File: src/rtl/cubic_bezier_point_generator_macros.svh
// Assertion macros for the cubic Bezier point generator.
// Included by the top level; depends on nothing else.
`ifndef CUBIC_BEZIER_POINT_GENERATOR_MACROS_SVH
`define CUBIC_BEZIER_POINT_GENERATOR_MACROS_SVH

// The consequent must hold in the same cycle as the antecedent.
`define BCG_ASSERT_IMPLIES(label, clk, rst, ante, cons, msg) \
   label: assert property (@(posedge clk) disable iff (rst) (ante) |-> (cons)) \
      else $error(msg);

// The consequent must hold in the cycle after the antecedent.
`define BCG_ASSERT_NEXT(label, clk, rst, ante, cons, msg) \
   label: assert property (@(posedge clk) disable iff (rst) (ante) |=> (cons)) \
      else $error(msg);

`endif

File: src/rtl/bcg_pkg.sv
// Shared constants, types and helper functions of the cubic Bezier point generator.
// Depends on nothing; every other file but the macros header imports it.
package bcg_pkg;

   localparam int DEF_MAX_POINTS  = 64;
   localparam int DEF_COORD_WIDTH = 24;
   localparam int DEF_T_FRAC_BITS = 16;

   localparam int COUNT_W     = 7;
   localparam int INDEX_W     = 6;
   localparam int NUM_COORDS  = 8;
   localparam int QUEUE_DEPTH = 2;

   localparam int SLOT_START_X = 0;
   localparam int SLOT_START_Y = 1;
   localparam int SLOT_CTRL1_X = 2;
   localparam int SLOT_CTRL1_Y = 3;
   localparam int SLOT_CTRL2_X = 4;
   localparam int SLOT_CTRL2_Y = 5;
   localparam int SLOT_END_X   = 6;
   localparam int SLOT_END_Y   = 7;

   typedef struct packed {
      logic full;
      logic empty;
   } queue_status_type;

   // Queue entry: coordinates, point count, step quotient and step remainder.
   function automatic int entry_width(int coord_width, int t_frac_bits, int cnt_w);
      return NUM_COORDS * coord_width + cnt_w + (t_frac_bits + 1) + cnt_w;
   endfunction

endpackage

File: src/rtl/bcg_queue.sv
// Short first-word-fallthrough queue between the front and back parts.
// Depends on bcg_pkg.
module bcg_queue #(
   parameter int WIDTH = bcg_pkg::entry_width(bcg_pkg::DEF_COORD_WIDTH,
                                              bcg_pkg::DEF_T_FRAC_BITS, bcg_pkg::COUNT_W),
   parameter int DEPTH = bcg_pkg::QUEUE_DEPTH
) (
   input  logic                      clock,
   input  logic                      reset,
   input  logic                      push,
   input  logic [WIDTH-1:0]          push_data,
   input  logic                      pop,
   output logic [WIDTH-1:0]          pop_data,
   output bcg_pkg::queue_status_type qstat
);
   import bcg_pkg::*;

   localparam int PTR_W  = (DEPTH > 1) ? $clog2(DEPTH) : 1;
   localparam int FILL_W = $clog2(DEPTH + 1);
   localparam logic [PTR_W-1:0]  LAST_PTR  = PTR_W'(DEPTH - 1);
   localparam logic [FILL_W-1:0] FULL_FILL = FILL_W'(DEPTH);

   logic [WIDTH-1:0]  mem_ff [DEPTH];
   logic [PTR_W-1:0]  wr_ptr_ff, wr_ptr_in;
   logic [PTR_W-1:0]  rd_ptr_ff, rd_ptr_in;
   logic [FILL_W-1:0] fill_ff, fill_in;

   always_comb begin
      wr_ptr_in = wr_ptr_ff;
      rd_ptr_in = rd_ptr_ff;
      fill_in   = fill_ff;
      if (push) begin
         wr_ptr_in = (wr_ptr_ff == LAST_PTR) ? '0 : wr_ptr_ff + 1'b1;
      end
      if (pop) begin
         rd_ptr_in = (rd_ptr_ff == LAST_PTR) ? '0 : rd_ptr_ff + 1'b1;
      end
      if (push && !pop) begin
         fill_in = fill_ff + 1'b1;
      end else if (pop && !push) begin
         fill_in = fill_ff - 1'b1;
      end
   end

   always_ff @(posedge clock) begin
      if (reset) begin
         wr_ptr_ff <= '0;
         rd_ptr_ff <= '0;
         fill_ff   <= '0;
      end else begin
         wr_ptr_ff <= wr_ptr_in;
         rd_ptr_ff <= rd_ptr_in;
         fill_ff   <= fill_in;
      end
   end

   always_ff @(posedge clock) begin
      if (push) begin
         mem_ff[wr_ptr_ff] <= push_data;
      end
   end

   assign pop_data    = mem_ff[rd_ptr_ff];
   assign qstat.full  = (fill_ff == FULL_FILL);
   assign qstat.empty = (fill_ff == '0);

endmodule

File: config.mk
export PLATFORM = sky130hd
export DESIGN_NAME = bcg_queue
export DESIGN_NICKNAME = d
export VERILOG_FILES = /design/src/rtl/cubic_bezier_point_generator_macros.svh /design/src/rtl/bcg_pkg.sv /design/src/rtl/bcg_queue.sv
export SDC_FILE = /design/constraint.sdc
export NUM_CORES = 1
export LEC_CHECK = 0
export BUFFER_PORTS_ARGS = -buffer_cell sky130_fd_sc_hd__buf_2
export CAP_MARGIN = 20
export CORE_ASPECT_RATIO = 0.6
export CORE_MARGIN = 3
export CORE_UTILIZATION = 35
export DETAILED_ROUTE_END_ITERATION = 8
export PLACE_DENSITY = 0.55
export SYNTH_ARGS = -nofsm -noshare
export SYNTH_HDL_FRONTEND = slang
export SYNTH_SLANG_ARGS = --single-unit
File: constraint.sdc
create_clock -name clock -period 18.75 [get_ports clock]
set_clock_uncertainty 0.05 [all_clocks]
set_input_delay 1.875 -clock clock [delete_from_list [all_inputs] [get_ports clock]]
set_output_delay 1.875 -clock clock [all_outputs]
set_load 0.005 [all_outputs]
==> results.yml <==
detailed_routing:
  viasPerCell: 4.474
  num_vias: 8322
  routed_wirelength_um: 37010
  dr.pass1.iters: 4
  drc_errors: 0
  drt-initial-drc-count: 480
  ant_nets: 0
  post_drt_wl_per_cell_um: 19.90
cts:
  clk_path_buf_depth: 3
  root_buffer: "clkbuf_16"
  insertion_delay_ns: 0.53
  cts_buffers: 42
  cts-resized-gates: 0
  h-tree-depth: 2
  clkSinkCount: 451
  hold_buffers: 0
  cts_setup_buffers: 0
  cts_tree: "yes"
  clkTransAtPathRegs_ns: 0.06
run:
  maxCapViolCount: 0
power:
  p_per_area_nw_per_um2: 106.7
  leakage_nw: 8.211
  vdd_drop_max_mv: 0.05713
placed_design:
  placed_cell_area_um2: 19880
  gp_congestion: 0.7643
  dp_hpwl_um: 25590
  dp_slack_ns: 13.44
  portBuffers: 451
floorplanning:
  fp.dieW_um: 290.5
  io_pins: 452
  rows: 61
  die_area_um2: 51330
  floorplan.initialDensity_pct: 36.04
  die_h_um: 176.7
  core_area_um2: 47170
synthesis:
  avgSynthCellArea_um2: 23.74
  synth-edff-count: 446
  synth.net_count: 944
  syn_area_um2: 17000
  synthCells: 716
  ys_seq_elements: 451
  yosysTopAreaCellShare_pct: 78.79
  async_flop_share_pct: 0
  ys_warn_count: 0
  ys.flop_type: "edfxtp_1"
  post_synth_num_cell_types: 16
  synthTopCellsByArea: "edfxtp_1, mux2_4, mux2_2, buf_6, dfxtp_1"
  ys_seq_area_share_pct: 79.38
  synth_top_area_cell: "edfxtp_1"
  yosysMostFrequentCell: "edfxtp_1"
  yosys-top-cells-count: "edfxtp_1, mux2_4, mux2_2"
global_routing:
  grt_max_degree: 70
  grt_pass1_wl_um: 53900
  antenna_found_initial: 11
  grt_pass1_vias: 8734
  grt_remaining_overflow: 0
  grtUsageTotal_pct: 13.74
setup_path:
  end_kind: "primary output"
  worstSetupStartpointType: "flop"
  crit_type: "flop to primary output"
  worstPathRequired_ns: 16.83
  crit_fanout: 60
  worstPathArrival_ns: 3.88
status:
  status: "complete, no violations"
timing:
  finalSetupTns_ns: 0
  slew_violations: 0
  fin_crit_sh_pct: 30.95
  max_clock_freq_mhz: 172.4
  max-slew-margin-rel_pct: 26.76
  hold_viol_final: 0
  timing.final.ws_setup_ns: 12.95
  rsz0062_at_grt: "no"
  tightest_slew_ns: 1.099
  finalSetupViolations: 0
  fin_crit_ns: 5.802
cells_and_area:
  synthToLayoutAreaGrowth_pct: 24.70
  drive_gt1_share_pct: 60.34
  fin_area_um2: 21200
  fin_nets: 1424
  finish.utilization_pct: 44.94
worst_hold_path:
  hold_class: "flop to flop"
-- critical path, cell delays in order, from the launching register on --
cell     delay (ns)
dfxtp_4        1.00
buf_4          0.80
buf_4          0.87
mux2_4         0.36
buf_2          0.13
-- cells in the final DEF (no fill, tap or decap), types with 3 or more instances in the layout --
cell	netlist	layout
buf_4	0	10
mux2_4	170	170
mux2_2	53	53
dfxtp_1	5	4
clkinv_2	0	3
buf_2	5	451
bufinv_16	0	3
clkinv_1	0	8
edfxtp_1	446	446
nor2_1	5	5
clkbuf_1	0	14
clkbuf_16	0	43
-- metal layers --
layer,global-route usage (%),vias up,part of all wire (%)
li1,-,3822,-
met1,17.98,4143,43
met2,22.41,277,48
met3,4.515,66,7.4
met4,3.151,14,1.9
met5,0,-,0.22
-- state kept, by name (all words and copies together), names as in the netlist, named ones only --
signal     count
wr_ptr_ff      1
rd_ptr_ff      1
mem_ff       446
fill_ff        2
-- cell families (layout without fill, tap and decap cells) --
logic type      count (synthesis)  in the layout  synth area share (%)
compound gates                  2              2               0.05883
xor+xnor                        4              4                0.2061
flops                         451            451                 79.38
other cells                     0              2                     0
simple gates                    9              9                0.2577
fa+ha+maj                       1              1               0.07360
buf+inv                        26            538                 1.494
mux                           223            223                 18.53
-- power by group --
group | internal (W) | total, W | switching, W | leakage (nW)
combinational | 0.000133 | 0.000245 | 0.000112 | 3.35
clock | 0.000468 | 0.000818 | 0.000349 | 0.629
sequential | 0.00118 | 0.00120 | 0.0000208 | 4.23
total | 0.00178 | 0.00226 | 0.000482 | 8.21
-- through the flow --
stage | hold slack, ns | power, W | instances
CTS | 0.4610 | 0.002300 | 1858
floorplan | 0.4108 | 0.001375 | 716
finish | 0.4592 | 0.002261 | 1860
global route | 0.4879 | 0.002363 | 1859
detailed placement | 0.4451 | 0.001472 | 1782
global placement | 0.4363 | 0.001469 | 1782
-- area by class of cell --
cell class,instances,area [um^2]
diodes,2,5.005
clock buffers,58,1142
clock inverters,18,167.7
fillers,4156,25970
inverters,1,3.754
multi-input cells,239,3261
flip-flops and latches,451,13500
well taps,630,788.3
repair buffers,461,2332
-- final timing paths --
kind,from,to,slack [ns],cells after the start
hold reg to reg,fill_ff[1]$_SDFFE_PP0P_,fill_ff[1]$_SDFFE_PP0P_,0.46,2
hold / removal,fill_ff[1]$_SDFFE_PP0P_,fill_ff[1]$_SDFFE_PP0P_,0.46,2
setup reg to reg,wr_ptr_ff$_SDFFE_PP0P_,mem_ff[1][82]$_DFFE_PP_,15.74,3
setup / recovery,flop,pop_data[203],12.95,4
Note: power is estimated with default switching activity, not from simulation.
