[src/rtl/cubic_bezier_point_generator_macros.svh]
// Assertion macros for the cubic Bezier point generator.
// Included by the top level; depends on nothing else.
`ifndef CUBIC_BEZIER_POINT_GENERATOR_MACROS_SVH
`define CUBIC_BEZIER_POINT_GENERATOR_MACROS_SVH

// The consequent must hold in the same cycle as the antecedent.
`define BCG_ASSERT_IMPLIES(label, clk, rst, ante, cons, msg) \
   label: assert property (@(posedge clk) disable iff (rst) (ante) |-> (cons)) \
      else $error(msg);

// The consequent must hold in the cycle after the antecedent.
`define BCG_ASSERT_NEXT(label, clk, rst, ante, cons, msg) \
   label: assert property (@(posedge clk) disable iff (rst) (ante) |=> (cons)) \
      else $error(msg);

`endif

[src/rtl/bcg_pkg.sv]
// Shared constants, types and helper functions of the cubic Bezier point generator.
// Depends on nothing; every other file but the macros header imports it.
package bcg_pkg;

   localparam int DEF_MAX_POINTS  = 64;
   localparam int DEF_COORD_WIDTH = 24;
   localparam int DEF_T_FRAC_BITS = 16;

   localparam int COUNT_W     = 7;
   localparam int INDEX_W     = 6;
   localparam int NUM_COORDS  = 8;
   localparam int QUEUE_DEPTH = 2;

   localparam int SLOT_START_X = 0;
   localparam int SLOT_START_Y = 1;
   localparam int SLOT_CTRL1_X = 2;
   localparam int SLOT_CTRL1_Y = 3;
   localparam int SLOT_CTRL2_X = 4;
   localparam int SLOT_CTRL2_Y = 5;
   localparam int SLOT_END_X   = 6;
   localparam int SLOT_END_Y   = 7;

   typedef struct packed {
      logic full;
      logic empty;
   } queue_status_type;

   // Queue entry: coordinates, point count, step quotient and step remainder.
   function automatic int entry_width(int coord_width, int t_frac_bits, int cnt_w);
      return NUM_COORDS * coord_width + cnt_w + (t_frac_bits + 1) + cnt_w;
   endfunction

endpackage

[src/rtl/bcg_if.sv]
// Valid/ready channel interfaces for curve requests and curve point responses.
// Depends on bcg_pkg.
interface bcg_req_if #(
   parameter int COORD_WIDTH = bcg_pkg::DEF_COORD_WIDTH
);
   import bcg_pkg::*;

   logic                          valid;
   logic                          ready;
   logic signed [COORD_WIDTH-1:0] start_x;
   logic signed [COORD_WIDTH-1:0] start_y;
   logic signed [COORD_WIDTH-1:0] ctrl1_x;
   logic signed [COORD_WIDTH-1:0] ctrl1_y;
   logic signed [COORD_WIDTH-1:0] ctrl2_x;
   logic signed [COORD_WIDTH-1:0] ctrl2_y;
   logic signed [COORD_WIDTH-1:0] end_x;
   logic signed [COORD_WIDTH-1:0] end_y;
   logic [COUNT_W-1:0]            point_count;

   modport source (
      output valid, start_x, start_y, ctrl1_x, ctrl1_y, ctrl2_x, ctrl2_y, end_x, end_y,
      output point_count,
      input  ready
   );

   modport sink (
      input  valid, start_x, start_y, ctrl1_x, ctrl1_y, ctrl2_x, ctrl2_y, end_x, end_y,
      input  point_count,
      output ready
   );
endinterface


[src/rtl/bcg_front.sv]
// Front part: takes curve beats, clamps the point count, drops empty curves and
// works out the per-point step of t by restoring division. Depends on bcg_pkg, bcg_if.
module bcg_front #(
   parameter int MAX_POINTS  = bcg_pkg::DEF_MAX_POINTS,
   parameter int COORD_WIDTH = bcg_pkg::DEF_COORD_WIDTH,
   parameter int T_FRAC_BITS = bcg_pkg::DEF_T_FRAC_BITS
) (
   input  logic                      clock,
   input  logic                      reset,
   bcg_req_if.sink                   req_bus,
   input  bcg_pkg::queue_status_type qstat,
   output logic                      push,
   output logic [bcg_pkg::entry_width(COORD_WIDTH, T_FRAC_BITS,
                                      $clog2(MAX_POINTS + 1))-1:0] push_data
);
   import bcg_pkg::*;

   localparam int CNT_W = $clog2(MAX_POINTS + 1);
   localparam int SW    = $clog2(T_FRAC_BITS + 1);
   localparam logic [COUNT_W-1:0] MAX_CNT  = COUNT_W'(MAX_POINTS);
   localparam logic [SW-1:0]      TOP_STEP = SW'(T_FRAC_BITS);

   typedef enum logic [2:0] {
      F_IDLE = 3'b001,
      F_DIV  = 3'b010,
      F_PUSH = 3'b100
   } front_state_type;

   front_state_type                   state_ff, state_in;
   logic [NUM_COORDS*COORD_WIDTH-1:0] coords_ff, coords_in;
   logic [CNT_W-1:0]                  count_ff, count_in;
   logic [CNT_W-1:0]                  rem_ff, rem_in;
   logic [T_FRAC_BITS:0]              quo_ff, quo_in;
   logic [SW-1:0]                     step_ff, step_in;

   logic               accept;
   logic [COUNT_W-1:0] sat_count;
   logic [CNT_W:0]     shifted;
   logic [CNT_W:0]     reduced;
   logic               qbit;

   always_comb begin
      accept    = req_bus.valid && req_bus.ready;
      sat_count = (req_bus.point_count > MAX_CNT) ? MAX_CNT : req_bus.point_count;
      // The dividend is a single one at bit T_FRAC_BITS.
      shifted   = {rem_ff, (step_ff == TOP_STEP)};
      reduced   = shifted - {1'b0, count_ff};
      qbit      = (shifted >= {1'b0, count_ff});

      state_in  = state_ff;
      coords_in = coords_ff;
      count_in  = count_ff;
      rem_in    = rem_ff;
      quo_in    = quo_ff;
      step_in   = step_ff;

      unique case (state_ff)
         F_IDLE: begin
            if (accept) begin
               coords_in[SLOT_START_X*COORD_WIDTH +: COORD_WIDTH] = req_bus.start_x;
               coords_in[SLOT_START_Y*COORD_WIDTH +: COORD_WIDTH] = req_bus.start_y;
               coords_in[SLOT_CTRL1_X*COORD_WIDTH +: COORD_WIDTH] = req_bus.ctrl1_x;
               coords_in[SLOT_CTRL1_Y*COORD_WIDTH +: COORD_WIDTH] = req_bus.ctrl1_y;
               coords_in[SLOT_CTRL2_X*COORD_WIDTH +: COORD_WIDTH] = req_bus.ctrl2_x;
               coords_in[SLOT_CTRL2_Y*COORD_WIDTH +: COORD_WIDTH] = req_bus.ctrl2_y;
               coords_in[SLOT_END_X*COORD_WIDTH +: COORD_WIDTH]   = req_bus.end_x;
               coords_in[SLOT_END_Y*COORD_WIDTH +: COORD_WIDTH]   = req_bus.end_y;
               count_in = sat_count[CNT_W-1:0];
               rem_in   = '0;
               quo_in   = '0;
               step_in  = TOP_STEP;
               if (sat_count != '0) begin
                  state_in = F_DIV;
               end
            end
         end
         F_DIV: begin
            rem_in  = qbit ? reduced[CNT_W-1:0] : shifted[CNT_W-1:0];
            quo_in  = {quo_ff[T_FRAC_BITS-1:0], qbit};
            step_in = step_ff - 1'b1;
            if (step_ff == '0) begin
               state_in = F_PUSH;
            end
         end
         F_PUSH: begin
            if (!qstat.full) begin
               state_in = F_IDLE;
            end
         end
         default: begin
            state_in = F_IDLE;
         end
      endcase
   end

   always_ff @(posedge clock) begin
      if (reset) begin
         state_ff <= F_IDLE;
      end else begin
         state_ff <= state_in;
      end
   end

   always_ff @(posedge clock) begin
      coords_ff <= coords_in;
      count_ff  <= count_in;
      rem_ff    <= rem_in;
      quo_ff    <= quo_in;
      step_ff   <= step_in;
   end

   assign req_bus.ready = (state_ff == F_IDLE);
   assign push          = (state_ff == F_PUSH) && !qstat.full;
   assign push_data     = {coords_ff, count_ff, quo_ff, rem_ff};

endmodule

[src/flat_wrapper.sv]
// flat-port wrapper written by rule: the top's interface ports become plain ports
module bcg_front_flat import bcg_pkg::*;
#(
   parameter int MAX_POINTS  = bcg_pkg::DEF_MAX_POINTS,
   parameter int COORD_WIDTH = bcg_pkg::DEF_COORD_WIDTH,
   parameter int T_FRAC_BITS = bcg_pkg::DEF_T_FRAC_BITS
)
  (clock, reset, qstat, push, push_data, req_bus_valid, req_bus_start_x, req_bus_start_y, req_bus_ctrl1_x, req_bus_ctrl1_y, req_bus_ctrl2_x, req_bus_ctrl2_y, req_bus_end_x, req_bus_end_y, req_bus_point_count, req_bus_ready);
  bcg_req_if #(.COORD_WIDTH(COORD_WIDTH)) req_bus_i ();
  input  logic clock;
  input  logic reset;
  input  bcg_pkg::queue_status_type qstat;
  output logic push;
  output logic [bcg_pkg::entry_width(COORD_WIDTH, T_FRAC_BITS,
                                      $clog2(MAX_POINTS + 1))-1:0] push_data;
  input wire logic [$bits(req_bus_i.valid)-1:0] req_bus_valid;
  input wire logic [$bits(req_bus_i.start_x)-1:0] req_bus_start_x;
  input wire logic [$bits(req_bus_i.start_y)-1:0] req_bus_start_y;
  input wire logic [$bits(req_bus_i.ctrl1_x)-1:0] req_bus_ctrl1_x;
  input wire logic [$bits(req_bus_i.ctrl1_y)-1:0] req_bus_ctrl1_y;
  input wire logic [$bits(req_bus_i.ctrl2_x)-1:0] req_bus_ctrl2_x;
  input wire logic [$bits(req_bus_i.ctrl2_y)-1:0] req_bus_ctrl2_y;
  input wire logic [$bits(req_bus_i.end_x)-1:0] req_bus_end_x;
  input wire logic [$bits(req_bus_i.end_y)-1:0] req_bus_end_y;
  input wire logic [$bits(req_bus_i.point_count)-1:0] req_bus_point_count;
  output wire logic [$bits(req_bus_i.ready)-1:0] req_bus_ready;
  assign req_bus_i.valid = req_bus_valid;
  assign req_bus_i.start_x = req_bus_start_x;
  assign req_bus_i.start_y = req_bus_start_y;
  assign req_bus_i.ctrl1_x = req_bus_ctrl1_x;
  assign req_bus_i.ctrl1_y = req_bus_ctrl1_y;
  assign req_bus_i.ctrl2_x = req_bus_ctrl2_x;
  assign req_bus_i.ctrl2_y = req_bus_ctrl2_y;
  assign req_bus_i.end_x = req_bus_end_x;
  assign req_bus_i.end_y = req_bus_end_y;
  assign req_bus_i.point_count = req_bus_point_count;
  assign req_bus_ready = req_bus_i.ready;
  bcg_front #(.MAX_POINTS(MAX_POINTS), .COORD_WIDTH(COORD_WIDTH), .T_FRAC_BITS(T_FRAC_BITS)) u_core (.clock(clock), .reset(reset), .req_bus(req_bus_i), .qstat(qstat), .push(push), .push_data(push_data));
endmodule
[config.mk]
export PLATFORM = sky130hd
export DESIGN_NAME = bcg_front_flat
export DESIGN_NICKNAME = d
export VERILOG_FILES = /design/src/rtl/cubic_bezier_point_generator_macros.svh /design/src/rtl/bcg_pkg.sv /design/src/rtl/bcg_if.sv /design/src/rtl/bcg_front.sv /design/src/flat_wrapper.sv
export SDC_FILE = /design/constraint.sdc
export NUM_CORES = 1
export LEC_CHECK = 0
export BUFFER_PORTS_ARGS = -buffer_cell sky130_fd_sc_hd__buf_2
export CAP_MARGIN = 20
export CORE_AREA = 3 3 168 170
export CTS_CLUSTER_DIAMETER = 30
export DETAILED_ROUTE_END_ITERATION = 7
export DIE_AREA = 0 0 171 173
export GPL_ROUTABILITY_DRIVEN = 0
export MAX_ROUTING_LAYER = met4
export SLEW_MARGIN = 20
export SYNTH_ARGS = -nofsm -noshare
export SYNTH_HDL_FRONTEND = slang
export SYNTH_SLANG_ARGS = --single-unit
export TNS_END_PERCENT = 5
[constraint.sdc]
create_clock -name clock -period 8.1 [get_ports clock]
set_input_delay 0.81 -clock clock [delete_from_list [all_inputs] [get_ports clock]]
set_output_delay 0.81 -clock clock [all_outputs]
set_load 0.01 [all_outputs]
==> insert_results.sql, run 1 <==
INSERT INTO impl_metrics (metric_group, metric, value, unit) VALUES
('outcome', 'run_status', 'finished, final reports clean', ''),
('critical_path', 'ff2ff_path_depth', '3', ''),
('pwr', 'power.clock.fraction', '54.4', '%'),
('sta', 'slew_headroom', '30.94', '%'),
('critical_path', 'crit_path_max_fanout', '80', ''),
('synth', 'yosys.area.top_type', 'sky130_fd_sc_hd__edfxtp_1', ''),
('global_routing', 'grt_start_max_net_pins', '81', ''),
('synth', 'ys_ff_latch', '231', ''),
('critical_path', 'arrival_time_worst_endpoint', '2.86', 'ns'),
('synth', 'postSynth.asyncResetShare', '0', '%'),
('sta', 'min_period_over_period', '33.44', '%'),
('synth', 'cell_with_the_most_instances_after_synthesis', 'sky130_fd_sc_hd__edfxtp_1', ''),
('detailed_routing', 'drc_viols', '0', ''),
('critical_path', 'critical_path.endpoint_type', 'flop', ''),
('global_routing', 'gr-total-overflow', '0', ''),
('clocking', 'post_cts.repair.setup_buffers', '0', ''),
('placed_design', 'placed_cell_area', '10330', 'um2'),
('floorplan', 'io_pins', '429', ''),
('critical_path', 'critical_path.cell_chain', 'nor3b_1 -> and2_4 -> buf_4', ''),
('clocking', 'htreeDepth', '2', ''),
('clocking', 'tritoncts', 'built', ''),
('detailed_routing', 'detail_route.wl_per_cell', '17.84', 'um'),
('clocking', 'clk_transition_reported_paths', '0.06', 'ns'),
('placed_design', 'post_detail_place_hpwl', '16140', 'um'),
('critical_path', 'cp_delay_by_family_top', 'simple AND/OR/NAND/NOR gates', ''),
('synth', 'synth_area_per_cell', '21.44', 'um2'),
('critical_path', 'crit_path_start_kind', 'flop', ''),
('min_path', 'holdPathStages', '1', ''),
('synth', 'synth_edf_count', '228', ''),
('global_routing', 'grt_antenna_before_repair', '7', ''),
('pwr', 'power.switching_fraction', '22.00', '%'),
('critical_path', 'worstPathBufferInverterCount', '1', ''),
('clocking', 'cts_hold_buf', '0', ''),
('clocking', 'post_cts_resized', '0', ''),
('min_path', 'path_type_of_the_worst_min_delay_path', 'in -> reg', ''),
('sta', 'grt_setup_unrepaired', 'false', ''),
('pwr', 'vdd_drop_max', '0.2035', 'mV'),
('critical_path', 'regToRegStartpoint', 'u_core.state_ff[0]', ''),
('synth', 'post_synth_instance_area', '7760', 'um2'),
('placed_design', 'placement.io_buffers', '427', ''),
('critical_path', 'worst_r2r_end', 'u_core.coords_ff[185]', ''),
('detailed_routing', 'drt-initial-drc-count', '292', ''),
('sta', 'hold_viol_final', '0', ''),
('critical_path', 'criticalPathCategory', 'reg -> reg', ''),
('pwr', 'share_comb_of_total_power', '7.5', '%'),
('critical_path', 'critical_path.slowest_cell', 'sky130_fd_sc_hd__buf_4', ''),
('sta', 'skew', '0.02652', 'ns'),
('floorplan', 'chipWidth', '171', 'um'),
('floorplan', 'floorplan.die_area', '29580', 'um2'),
('global_routing', 'globalRouteTotalUtil', '14.70', '%'),
('detailed_routing', 'total_wire_length_after_detailed_routing', '21850', 'um'),
('final_layout', 'final_layout_size_suffix_gt1_share', '58.43', '%'),
('synth', 'yosysWarningCount', '0', ''),
('clocking', 'cts-buffers-inserted', '48', ''),
('sta', 'timing.final.setup_violations', '0', ''),
('floorplan', 'design.core.area', '26880', 'um2'),
('detailed_routing', 'antenna_violating_nets_post_route', '0', ''),
('global_routing', 'grt_pass1_wl', '31950', 'um'),
('final_layout', 'design.final.nets', '1052', ''),
('pwr', 'p_leak', '5.115', 'nW'),
('sta', 'final.min_clock_period', '2.708', 'ns'),
('clocking', 'clock-sinks', '231', ''),
('sta', 'worst_slew_pin_slew', '1.036', 'ns'),
('synth', 'yosys.area.top_type_share', '88.23', '%'),
('floorplan', 'initial_core_util', '28.87', '%'),
('synth', 'synthTopCellsByArea', 'sky130_fd_sc_hd__edfxtp_1 (88%), sky130_fd_sc_hd__ha_1 (1.5%), sky130_fd_sc_hd__and2_1 (1.4%), sky130_fd_sc_hd__dfxtp_1 (0.77%), sky130_fd_sc_hd__a21oi_1 (0.64%)', ''),
('job', 'max_cap_violations', '0', ''),
('pwr', 'switching_power', '0.8399', 'mW'),
('sta', 'drv_slew', '0', ''),
('detailed_routing', 'detail_route.first_pass.iterations', '4', ''),
('synth', 'syn-num-nets', '576', '');
==> per-layer routing <==
metal  GRT usage [%]  share of wire (%)  vias to the layer above
met1           15.29                 35                     2414
met4           4.762                1.7                        0
met3           7.407                 12                       34
met2           24.23                 52                      272
li1                -                  -                     2385
met5               -                  0                        -
==> per-stage QoR <==
step / hold WS [ns] / util [%] / power, mW / std cells / setup slack (ns)
global route: 0.4118 / 44.96 / 3.963 / 1225 / 5.138
CTS: 0.4083 / 44.91 / 3.871 / 1219 / 5.369
finish: 0.4378 / 44.96 / 3.818 / 1225 / 5.392
floorplan: 0.5529 / - / 1.619 / 362 / 1.323
detailed placement: 0.5368 / 38.45 / 1.767 / 1129 / 5.226
global placement: 0.5364 / 38.45 / 1.762 / 1129 / 5.261
==> kinds of logic (layout without fill, tap and decap cells) <==
family / Yosys count / in the layout / synth area share (%)
compound gates: 37 / 37 / 3.306
xor+xnor: 3 / 3 / 0.3387
fa+ha+maj: 10 / 10 / 1.709
buf+inv: 16 / 532 / 0.7738
flops: 231 / 231 / 89.00
mux: 1 / 1 / 0.1290
other cells: 0 / 6 / 0
simple gates: 64 / 64 / 4.740
==> final cells by class <==
| cell class | count | area, um2 |
|---|---|---|
| Antenna cell | 6 | 15.01 |
| Clock buffer | 55 | 1249 |
| Clock inverter | 35 | 486.7 |
| Fill cell | 2417 | 14790 |
| Inverter | 12 | 45.04 |
| Multi-Input combinational cell | 115 | 795.8 |
| Sequential cell | 231 | 6907 |
| Tap cell | 341 | 426.7 |
| Timing Repair Buffer | 430 | 2160 |
==> layout by cell type (no fill, tap or decap), types with 4 or more instances in the layout <==
master                        n
sky130_fd_sc_hd__clkbuf_16   49
sky130_fd_sc_hd__edfxtp_1   228
sky130_fd_sc_hd__inv_1       12
sky130_fd_sc_hd__buf_2      427
sky130_fd_sc_hd__clkbuf_1     6
sky130_fd_sc_hd__diode_2      6
sky130_fd_sc_hd__clkinv_2     4
sky130_fd_sc_hd__a21oi_1     10
sky130_fd_sc_hd__nor3_1       4
sky130_fd_sc_hd__o21a_1       4
sky130_fd_sc_hd__nand3_1      9
sky130_fd_sc_hd__bufinv_16   10
sky130_fd_sc_hd__inv_6        7
sky130_fd_sc_hd__o21ai_0     10
sky130_fd_sc_hd__ha_1         9
sky130_fd_sc_hd__nor2_1      10
sky130_fd_sc_hd__and2_1      16
sky130_fd_sc_hd__nor2b_1      7
sky130_fd_sc_hd__clkinv_1     8
==> power by group through the flow <==
stage	clock, mW	combinational, mW	sequential, mW
6_report	2.08	0.287	1.45
5_1_grt	2.18	0.316	1.46
4_1_cts	2.12	0.292	1.46
3_5_place_dp	0	0.292	1.47
3_3_place_gp	0	0.289	1.47
2_1_floorplan	0	0.0838	1.53
==> flip-flops by register name (all words and copies together) (netlist names) <==
| signal | cells |
|---|---|
| u_core.quo_ff | 17 |
| u_core.count_ff | 7 |
| u_core.state_ff | 3 |
| u_core.coords_ff | 192 |
| u_core.rem_ff | 7 |
| u_core.step_ff | 5 |
==> how the worst max path moves through the flow <==
stage | from | end | slack, ns | cells after the start
after floorplan | u_core.state_ff[0] | u_core.quo_ff[0] | 1.32 | 3
after global placement | req_bus_valid | u_core.coords_ff[83] | 5.26 | 3
after detailed placement | req_bus_valid | u_core.coords_ff[143] | 5.23 | 3
after CTS | u_core.state_ff[0] | u_core.coords_ff[123] | 5.37 | 3
after global routing | u_core.state_ff[0] | u_core.coords_ff[27] | 5.14 | 3
final | u_core.state_ff[0] | u_core.coords_ff[185] | 5.39 | 3
Power figures use the tool's default switching activity.
==> inputs of run 2 (changes only) <==
- ABC_AREA: not set -> 1
- CORE_AREA: 3 3 168 170 -> 3 3 163 165
- DIE_AREA: 0 0 171 173 -> 0 0 166 168
- clock period: 8.1 -> 2.6 ns (I/O delays scaled with it)
==> insert_results.sql, run 2 <==
INSERT INTO impl_metrics (metric_group, metric, value, unit) VALUES
('outcome', 'run_status', 'finished, final reports clean', ''),
('synth', 'synth_area_per_cell', '17.73', 'um2'),
('clocking', 'clk_latency', '0.53', 'ns'),
('detailed_routing', 'detail_route.first_pass.iterations', '4', ''),
('critical_path', 'critical_path.endpoint_type', 'flop', ''),
('final_layout', 'final_cells', '1499', ''),
('critical_path', 'cp_delay_by_family_top', 'adder cells', ''),
('synth', 'synth_sequential_area_ratio', '86.56', '%'),
('detailed_routing', 'total_wire_length_after_detailed_routing', '26020', 'um'),
('floorplan', 'die_h', '168', 'um'),
('pwr', 'power.switching_fraction', '28.82', '%'),
('critical_path', 'worst_r2r_end', 'u_core.rem_ff[5]', ''),
('synth', 'syn-num-nets', '664', ''),
('critical_path', 'crit_path_max_fanout', '12', ''),
('critical_path', 'arrival_time_worst_endpoint', '2.61', 'ns'),
('detailed_routing', 'detailroute.via_count', '6371', ''),
('clocking', 'clockRootBuffer', 'sky130_fd_sc_hd__clkbuf_16', ''),
('critical_path', 'critical_path.slowest_cell', 'sky130_fd_sc_hd__edfxtp_1', ''),
('final_layout', 'final_layout_size_suffix_gt1_share', '45.88', '%'),
('global_routing', 'grt_pass1_wl', '39140', 'um'),
('job', 'max_cap_violations', '0', ''),
('detailed_routing', 'drc_viols', '0', ''),
('sta', 'slew_headroom', '66.95', '%'),
('final_layout', 'leading_cell_types_in_the_layout_fill_and_taps_excluded', 'sky130_fd_sc_hd__buf_2 (427), sky130_fd_sc_hd__edfxtp_1 (228), sky130_fd_sc_hd__dlygate4sd3_1 (194), sky130_fd_sc_hd__inv_1 (57), sky130_fd_sc_hd__clkbuf_16 (51)', ''),
('synth', 'yosys.area.top_type_share', '85.81', '%'),
('sta', 'clock.fmax', '0.4281', 'GHz'),
('final_layout', 'register_containing_the_most_flip_flops_in_the_final_layout', 'u_core.coords_ff', ''),
('clocking', 'tritoncts', 'built', ''),
('critical_path', 'cpPeakStageDelay', '0.40', 'ns'),
('global_routing', 'grt_start_max_net_pins', '84', ''),
('synth', 'synth_common_cells', 'sky130_fd_sc_hd__edfxtp_1 (228), sky130_fd_sc_hd__inv_1 (58), sky130_fd_sc_hd__nor2_1 (52)', ''),
('detailed_routing', 'drt-initial-drc-count', '458', ''),
('critical_path', 'critical_path.cell_chain', 'inv_1 -> ha_1 -> nand2_1 -> nor2_1 -> inv_1 -> ha_1 -> fa_1 -> nor2_2 -> o21ai_2 -> nand3_4 -> inv_1 -> nor2_1 -> nor2_1', ''),
('pwr', 'share_comb_of_total_power', '21.9', '%'),
('synth', 'yosys.area.top_type', 'sky130_fd_sc_hd__edfxtp_1', ''),
('global_routing', 'grt_pass1_vias', '6869', ''),
('min_path', 'path_type_of_the_worst_min_delay_path', 'in -> reg', ''),
('detailed_routing', 'antenna_violating_nets_post_route', '0', ''),
('min_path', 'holdPathStages', '3', ''),
('pwr', 'seqPwrFrac', '37.1', '%'),
('placed_design', 'numPlacedInstances', '1208', ''),
('critical_path', 'ff2ff_path_depth', '13', ''),
('critical_path', 'criticalPathCategory', 'reg -> reg', ''),
('floorplan', 'design.core.area', '25180', 'um2'),
('detailed_routing', 'detail_route.wl_per_cell', '17.36', 'um'),
('final_layout', 'largest_register_ffs', '192', ''),
('pwr', 'vdd_drop_max', '0.6956', 'mV'),
('sta', 'skew', '0.01926', 'ns'),
('synth', 'yosys.cell_types.count', '30', ''),
('pwr', 'p_leak', '6.197', 'nW'),
('floorplan', 'chipWidth', '166', 'um'),
('clocking', 'cts_max_path_buffers', '3', ''),
('final_layout', 'synthToLayoutAreaGrowth', '78.38', '%'),
('synth', 'ys_ff_latch', '231', ''),
('placed_design', 'post_detail_place_hpwl', '16550', 'um'),
('critical_path', 'regToRegStartpoint', 'u_core.step_ff[0]', ''),
('final_layout', 'layout.cells.most_common', 'sky130_fd_sc_hd__buf_2', ''),
('pwr', 'power.clock.fraction', '40.9', '%'),
('synth', 'post_synth_instance_area', '7979', 'um2'),
('synth', 'yosysWarningCount', '0', ''),
('final_layout', 'largest_registers', 'u_core.coords_ff (192), u_core.quo_ff (17)', ''),
('sta', 'drv_slew', '0', ''),
('critical_path', 'worstPathBufferInverterCount', '3', ''),
('critical_path', 'crit_path_start_kind', 'flop', ''),
('synth', 'synthFlopType', 'sky130_fd_sc_hd__edfxtp_1', ''),
('floorplan', 'io_pins', '429', ''),
('sta', 'worst_slew_pin_slew', '0.4957', 'ns'),
('floorplan', 'initial_core_util', '31.69', '%'),
('clocking', 'htreeDepth', '2', ''),
('synth', 'cell_with_the_most_instances_after_synthesis', 'sky130_fd_sc_hd__edfxtp_1', ''),
('min_path', 'hold-path-endpoint', 'u_core.count_ff[5]', ''),
('min_path', 'timing.hold.worst.start', 'req_bus_point_count[5]', ''),
('pwr', 'switching_power', '4.383', 'mW'),
('placed_design', 'placement.io_buffers', '427', ''),
('global_routing', 'gr-total-overflow', '0', ''),
('synth', 'synth_edf_count', '228', ''),
('sta', 'hold_viol_final', '0', ''),
('synth', 'synthesis.instances', '450', ''),
('sta', 'grt_setup_unrepaired', 'false', ''),
('critical_path', 'required', '2.87', 'ns'),
('synth', 'synthTopCellsByArea', 'sky130_fd_sc_hd__edfxtp_1 (86%), sky130_fd_sc_hd__inv_1 (2.7%), sky130_fd_sc_hd__nor2_1 (2.4%), sky130_fd_sc_hd__nand2_1 (1.9%), sky130_fd_sc_hd__ha_1 (1.4%)', ''),
('pwr', 'totalPowerFinal', '15.21', 'mW'),
('detailed_routing', 'vias_per_cell', '4.250', ''),
('clocking', 'clk_transition_reported_paths', '0.04', 'ns'),
('floorplan', 'floorplan.die_area', '27890', 'um2'),
('final_layout', 'design.final.nets', '1338', ''),
('sta', 'final.min_clock_period', '2.336', 'ns'),
('sta', 'min_period_over_period', '89.84', '%'),
('floorplan', 'std_cell_rows', '58', ''),
('global_routing', 'grt_antenna_before_repair', '4', ''),
('global_routing', 'globalRouteTotalUtil', '18.69', '%'),
('clocking', 'cts-buffers-inserted', '50', ''),
('pwr', 'power_density', '1069', 'nW/um2'),
('critical_path', 'r2r_setup_slack', '0.26', 'ns'),
('synth', 'postSynth.asyncResetShare', '0', '%'),
('pwr', 'cell_internal_pwr', '10.82', 'mW'),
('sta', 'timing.final.setup_violations', '0', ''),
('clocking', 'clock-sinks', '231', '');
[run 2: cell types whose count changed in the layout (fill, tap and decap cells not counted), moves of 4 or more]
cell,previous run,this run
sky130_fd_sc_hd__inv_6,7,2
sky130_fd_sc_hd__nand2_2,0,5
sky130_fd_sc_hd__o21a_1,4,0
sky130_fd_sc_hd__inv_2,0,5
sky130_fd_sc_hd__a21oi_1,10,5
sky130_fd_sc_hd__dlygate4sd3_1,0,194
sky130_fd_sc_hd__nand4_1,1,7
sky130_fd_sc_hd__nand2_1,3,40
sky130_fd_sc_hd__inv_1,12,57
sky130_fd_sc_hd__o21ai_0,10,1
sky130_fd_sc_hd__and2_1,16,0
sky130_fd_sc_hd__nor2_1,10,50
sky130_fd_sc_hd__nor2b_1,7,0
sky130_fd_sc_hd__nor2_2,0,6
[run 2: stage by stage]
stage,hold WS [ns],TNS (ns),utilization (%),instance area (um2),worst slack (ns)
2_1_floorplan,0.3589,-309.29,-,7993,-1.554
3_3_place_gp,0.4361,0,42.08,10600,0.1421
3_5_place_dp,0.4381,0,42.08,10600,0.1315
4_1_cts,0.03976,0,56.43,14210,0.1380
5_1_grt,0.05374,0,56.51,14230,0.03551
6_report,0.06386,0,56.52,14230,0.2641
[run 2: cells by family (layout without fill, tap and decap cells)]
| kind of cell | Yosys count | count (layout) | share of synthesized area, % |
|---|---|---|---|
| buffers and inverters | 69 | 783 | 3.403 |
| AOI/OAI and AO/OA | 14 | 14 | 1.066 |
| other | 0 | 5 | 0 |
| and+or+nand+nor | 123 | 123 | 6.978 |
| adders and majority gates | 10 | 10 | 1.662 |
| xor gates and xnor gates | 3 | 3 | 0.3294 |
| DFF | 231 | 231 | 86.56 |
[run 2: worst max path at each step]
stage | from | to | slack, ns | depth (start not counted)
finish | u_core.step_ff[0] | u_core.rem_ff[5] | 0.26 | 13
global route | u_core.step_ff[0] | u_core.rem_ff[5] | 0.04 | 13
CTS | u_core.step_ff[0] | u_core.rem_ff[5] | 0.14 | 13
detailed placement | u_core.step_ff[0] | u_core.rem_ff[5] | 0.13 | 13
global placement | u_core.step_ff[0] | u_core.rem_ff[5] | 0.14 | 13
floorplan | u_core.state_ff[0] | u_core.coords_ff[0] | -1.55 | 4
[run 2: worst reg2reg max path: stages (launching register included)]
cell,delay [ns]
sky130_fd_sc_hd__edfxtp_1,0.40
sky130_fd_sc_hd__inv_1,0.10
sky130_fd_sc_hd__ha_1,0.14
sky130_fd_sc_hd__nand2_1,0.07
sky130_fd_sc_hd__nor2_1,0.13
sky130_fd_sc_hd__inv_1,0.06
sky130_fd_sc_hd__ha_1,0.21
sky130_fd_sc_hd__fa_1,0.40
sky130_fd_sc_hd__nor2_2,0.16
sky130_fd_sc_hd__o21ai_2,0.10
sky130_fd_sc_hd__nand3_4,0.16
sky130_fd_sc_hd__inv_1,0.06
sky130_fd_sc_hd__nor2_1,0.10
sky130_fd_sc_hd__nor2_1,0.04
[run 2: power by group through the flow]
stage | sequential, mW | combinational (mW) | clock, mW
after floorplan | 6.23 | 1.19 | 0
after global placement | 5.66 | 3.08 | 0
after detailed placement | 5.68 | 3.11 | 0
after CTS | 5.63 | 3.36 | 6.31
after global routing | 5.74 | 3.65 | 6.54
final | 5.65 | 3.33 | 6.22
[run 2: area by class of cell]
cell class / instances / area [um2]
diodes: 5 / 12.51
multi-input cells: 150 / 822.0
fillers: 1947 / 10950
flip-flops and latches: 231 / 6910
repair buffers: 627 / 4161
well taps: 330 / 412.9
clock buffers: 58 / 1303
clock inverters: 34 / 367.9
inverters: 64 / 242.7
[run 2: layer usage]
metal | up-vias | GRT usage, % | share of wire, %
met5 | - | - | 0
met4 | 0 | 7.595 | 3.6
met3 | 68 | 6.973 | 8.7
met2 | 289 | 30.90 | 51
met1 | 3049 | 20.56 | 37
li1 | 2965 | - | -
[run 2: timing repair]
| action | in CTS | in global routing |
|---|---|---|
| buffers inserted | 0 | 0 |
| endpoints found under the hold margin | 195 | 0 |
| gates resized for setup | 0 | 2 |
| endpoints found under the setup margin | 0 | 6 |
| hold buffers | 194 | 0 |
==> inputs of run 3 (changes only) <==
- CORE_AREA: 3 3 163 165 -> 2 2 167 169
- DIE_AREA: 0 0 166 168 -> 0 0 169 171
- SKIP_CTS_REPAIR_TIMING: not set -> 1
- SLEW_MARGIN: 20 -> not set
==> insert_results.sql, run 3 (synthesized netlist as in run 2, its figures left out) <==
INSERT INTO impl_metrics (metric_group, metric, value, unit) VALUES
('final_layout', 'largest_register_ffs', '192', ''),
('detailed_routing', 'total_wire_length_after_detailed_routing', '26720', 'um'),
('global_routing', 'globalRouteTotalUtil', '15.51', '%'),
('sta', 'slew_headroom', '62.59', '%'),
('sta', 'worst_slew_pin_slew', '0.5611', 'ns'),
('floorplan', 'die_h', '171', 'um'),
('placed_design', 'pre_cts_ws', '0.1157', 'ns'),
('placed_design', 'numPlacedInstances', '1226', ''),
('detailed_routing', 'drc_viols', '0', ''),
('placed_design', 'placed_cell_area', '10620', 'um2'),
('critical_path', 'crit_path_max_fanout', '12', ''),
('clocking', 'clk_latency', '0.55', 'ns'),
('final_layout', 'final_layout_size_suffix_gt1_share', '46.85', '%'),
('outcome', 'run_status', 'finished, final reports clean', ''),
('detailed_routing', 'detail_route.first_pass.iterations', '4', ''),
('final_layout', 'final_cells', '1523', ''),
('critical_path', 'levels_on_crit_path', '13', ''),
('floorplan', 'std_cell_rows', '61', ''),
('sta', 'clock.fmax', '0.4140', 'GHz'),
('pwr', 'power_density', '1106', 'nW/um2'),
('global_routing', 'grt_start_max_net_pins', '96', ''),
('floorplan', 'initial_core_util', '29.20', '%'),
('critical_path', 'worst_setup_path_startpoint', 'u_core.step_ff[0]', ''),
('sta', 'min_period_over_period', '92.91', '%'),
('placed_design', 'post_detail_place_hpwl', '16940', 'um'),
('clocking', 'clock-sinks', '231', ''),
('placed_design', 'placement.io_buffers', '427', ''),
('critical_path', 'critical_path.endpoint_type', 'flop', ''),
('pwr', 'totalPowerFinal', '16.04', 'mW'),
('detailed_routing', 'antenna_violating_nets_post_route', '0', ''),
('critical_path', 'critical_path.cell_chain', 'inv_1 -> ha_1 -> nand2_1 -> nor2_1 -> inv_1 -> ha_1 -> fa_1 -> nor2_2 -> o21ai_2 -> nand3_4 -> inv_1 -> nor2_1 -> nor2_1', ''),
('final_layout', 'register_containing_the_most_flip_flops_in_the_final_layout', 'u_core.coords_ff', ''),
('detailed_routing', 'detail_route.wl_per_cell', '17.54', 'um'),
('final_layout', 'largest_registers', 'u_core.coords_ff (192), u_core.quo_ff (17)', ''),
('sta', 'timing.final.setup_violations', '0', ''),
('final_layout', 'synthToLayoutAreaGrowth', '81.76', '%'),
('final_layout', 'final_core_utilization', '53.08', '%'),
('pwr', 'p_leak', '6.314', 'nW'),
('critical_path', 'arrival_time_worst_endpoint', '2.70', 'ns'),
('sta', 'postLayoutSetupSlackWorst', '0.1844', 'ns'),
('floorplan', 'io_pins', '429', ''),
('detailed_routing', 'drt-initial-drc-count', '372', ''),
('job', 'max_cap_violations', '0', ''),
('clocking', 'cts-buffers-inserted', '53', ''),
('clocking', 'tritoncts', 'built', ''),
('critical_path', 'critical_path.slowest_cell', 'sky130_fd_sc_hd__fa_1', ''),
('global_routing', 'gr-total-overflow', '0', ''),
('critical_path', 'crit_path_start_kind', 'flop', ''),
('final_layout', 'design.final.nets', '1343', ''),
('critical_path', 'worst_setup_path_endpoint', 'u_core.rem_ff[5]', ''),
('critical_path', 'worst_r2r_end', 'u_core.rem_ff[5]', ''),
('critical_path', 'worstPathBufferInverterCount', '3', ''),
('sta', 'drv_slew', '0', ''),
('sta', 'finalSetupTns', '0', 'ns'),
('critical_path', 'regToRegStartpoint', 'u_core.step_ff[0]', ''),
('critical_path', 'required', '2.88', 'ns'),
('critical_path', 'cpPeakStageDelay', '0.41', 'ns'),
('global_routing', 'grt_pass1_wl', '32430', 'um'),
('critical_path', 'cp_delay_by_family_top', 'adder cells', ''),
('clocking', 'cts_max_path_buffers', '3', ''),
('final_layout', 'finalInstanceArea', '14500', 'um2'),
('min_path', 'path_type_of_the_worst_min_delay_path', 'in -> reg', ''),
('clocking', 'clk_transition_reported_paths', '0.05', 'ns'),
('pwr', 'vdd_drop_max', '0.7635', 'mV'),
('floorplan', 'floorplan.die_area', '28900', 'um2'),
('floorplan', 'design.core.area', '27320', 'um2'),
('detailed_routing', 'detailroute.via_count', '6467', ''),
('critical_path', 'criticalPathCategory', 'reg -> reg', ''),
('sta', 'grt_setup_unrepaired', 'false', ''),
('detailed_routing', 'vias_per_cell', '4.246', ''),
('final_layout', 'leading_cell_types_in_the_layout_fill_and_taps_excluded', 'sky130_fd_sc_hd__buf_2 (427), sky130_fd_sc_hd__edfxtp_1 (228), sky130_fd_sc_hd__dlygate4sd3_1 (194), sky130_fd_sc_hd__inv_1 (57), sky130_fd_sc_hd__clkbuf_16 (54)', ''),
('clocking', 'htreeDepth', '2', ''),
('clocking', 'clockRootBuffer', 'sky130_fd_sc_hd__clkbuf_16', ''),
('sta', 'final.min_clock_period', '2.416', 'ns'),
('global_routing', 'grt_pass1_vias', '5735', ''),
('critical_path', 'ff2ff_path_depth', '13', ''),
('global_routing', 'grt_antenna_before_repair', '3', ''),
('critical_path', 'r2r_setup_slack', '0.18', 'ns'),
('sta', 'hold_viol_final', '0', ''),
('sta', 'hold_ws', '0.04669', 'ns'),
('floorplan', 'chipWidth', '169', 'um'),
('sta', 'skew', '0.01743', 'ns'),
('final_layout', 'layout.cells.most_common', 'sky130_fd_sc_hd__buf_2', '');
==> run 3: worst reg2reg max path, cell delays in order, from the launching register on <==
cell	delay (ns)
sky130_fd_sc_hd__edfxtp_1	0.40
sky130_fd_sc_hd__inv_1	0.10
sky130_fd_sc_hd__ha_1	0.15
sky130_fd_sc_hd__nand2_1	0.07
sky130_fd_sc_hd__nor2_1	0.14
sky130_fd_sc_hd__inv_1	0.06
sky130_fd_sc_hd__ha_1	0.21
sky130_fd_sc_hd__fa_1	0.41
sky130_fd_sc_hd__nor2_2	0.15
sky130_fd_sc_hd__o21ai_2	0.10
sky130_fd_sc_hd__nand3_4	0.15
sky130_fd_sc_hd__inv_1	0.07
sky130_fd_sc_hd__nor2_1	0.11
sky130_fd_sc_hd__nor2_1	0.05
==> run 3: how the worst min path moves through the flow <==
| stage | startpoint | endpoint | depth (start not counted) |
|---|---|---|---|
| after floorplan | req_bus_start_x[0] | u_core.coords_ff[0] | 0 |
| final | req_bus_point_count[4] | u_core.count_ff[4] | 3 |
| after CTS | req_bus_end_x[19] | u_core.coords_ff[163] | 1 |
| after detailed placement | req_bus_ctrl1_y[1] | u_core.coords_ff[73] | 1 |
| after global placement | req_bus_start_x[16] | u_core.coords_ff[16] | 1 |
| after global routing | req_bus_point_count[2] | u_core.count_ff[2] | 3 |
==> run 3: area by class of cell <==
class	instances	area (um2)
sequential	231	6910
antenna	3	7.507
inverter	64	242.7
timing repair buffer	629	4164
multi-input combinational	150	822.0
tap	346	432.9
fill	2222	12820
clock inverter	41	553.0
clock buffer	59	1370
==> run 3: power breakdown <==
group	leakage (nW)	switching, mW	total (mW)	internal, mW
sequential	2.18	0.358	5.70	5.34
clock	0.911	2.22	7.04	4.82
combinational	3.22	2.07	3.30	1.23
==> run 3: layer usage <==
layer  vias up  share of wire [%]  global-route usage (%)
met3        59                7.4                   6.570
met4         0                2.6                   5.871
met5         -                  0                       -
li1       2979                  -                       -
met1      3129                 37                   17.09
met2       300                 52                   25.16
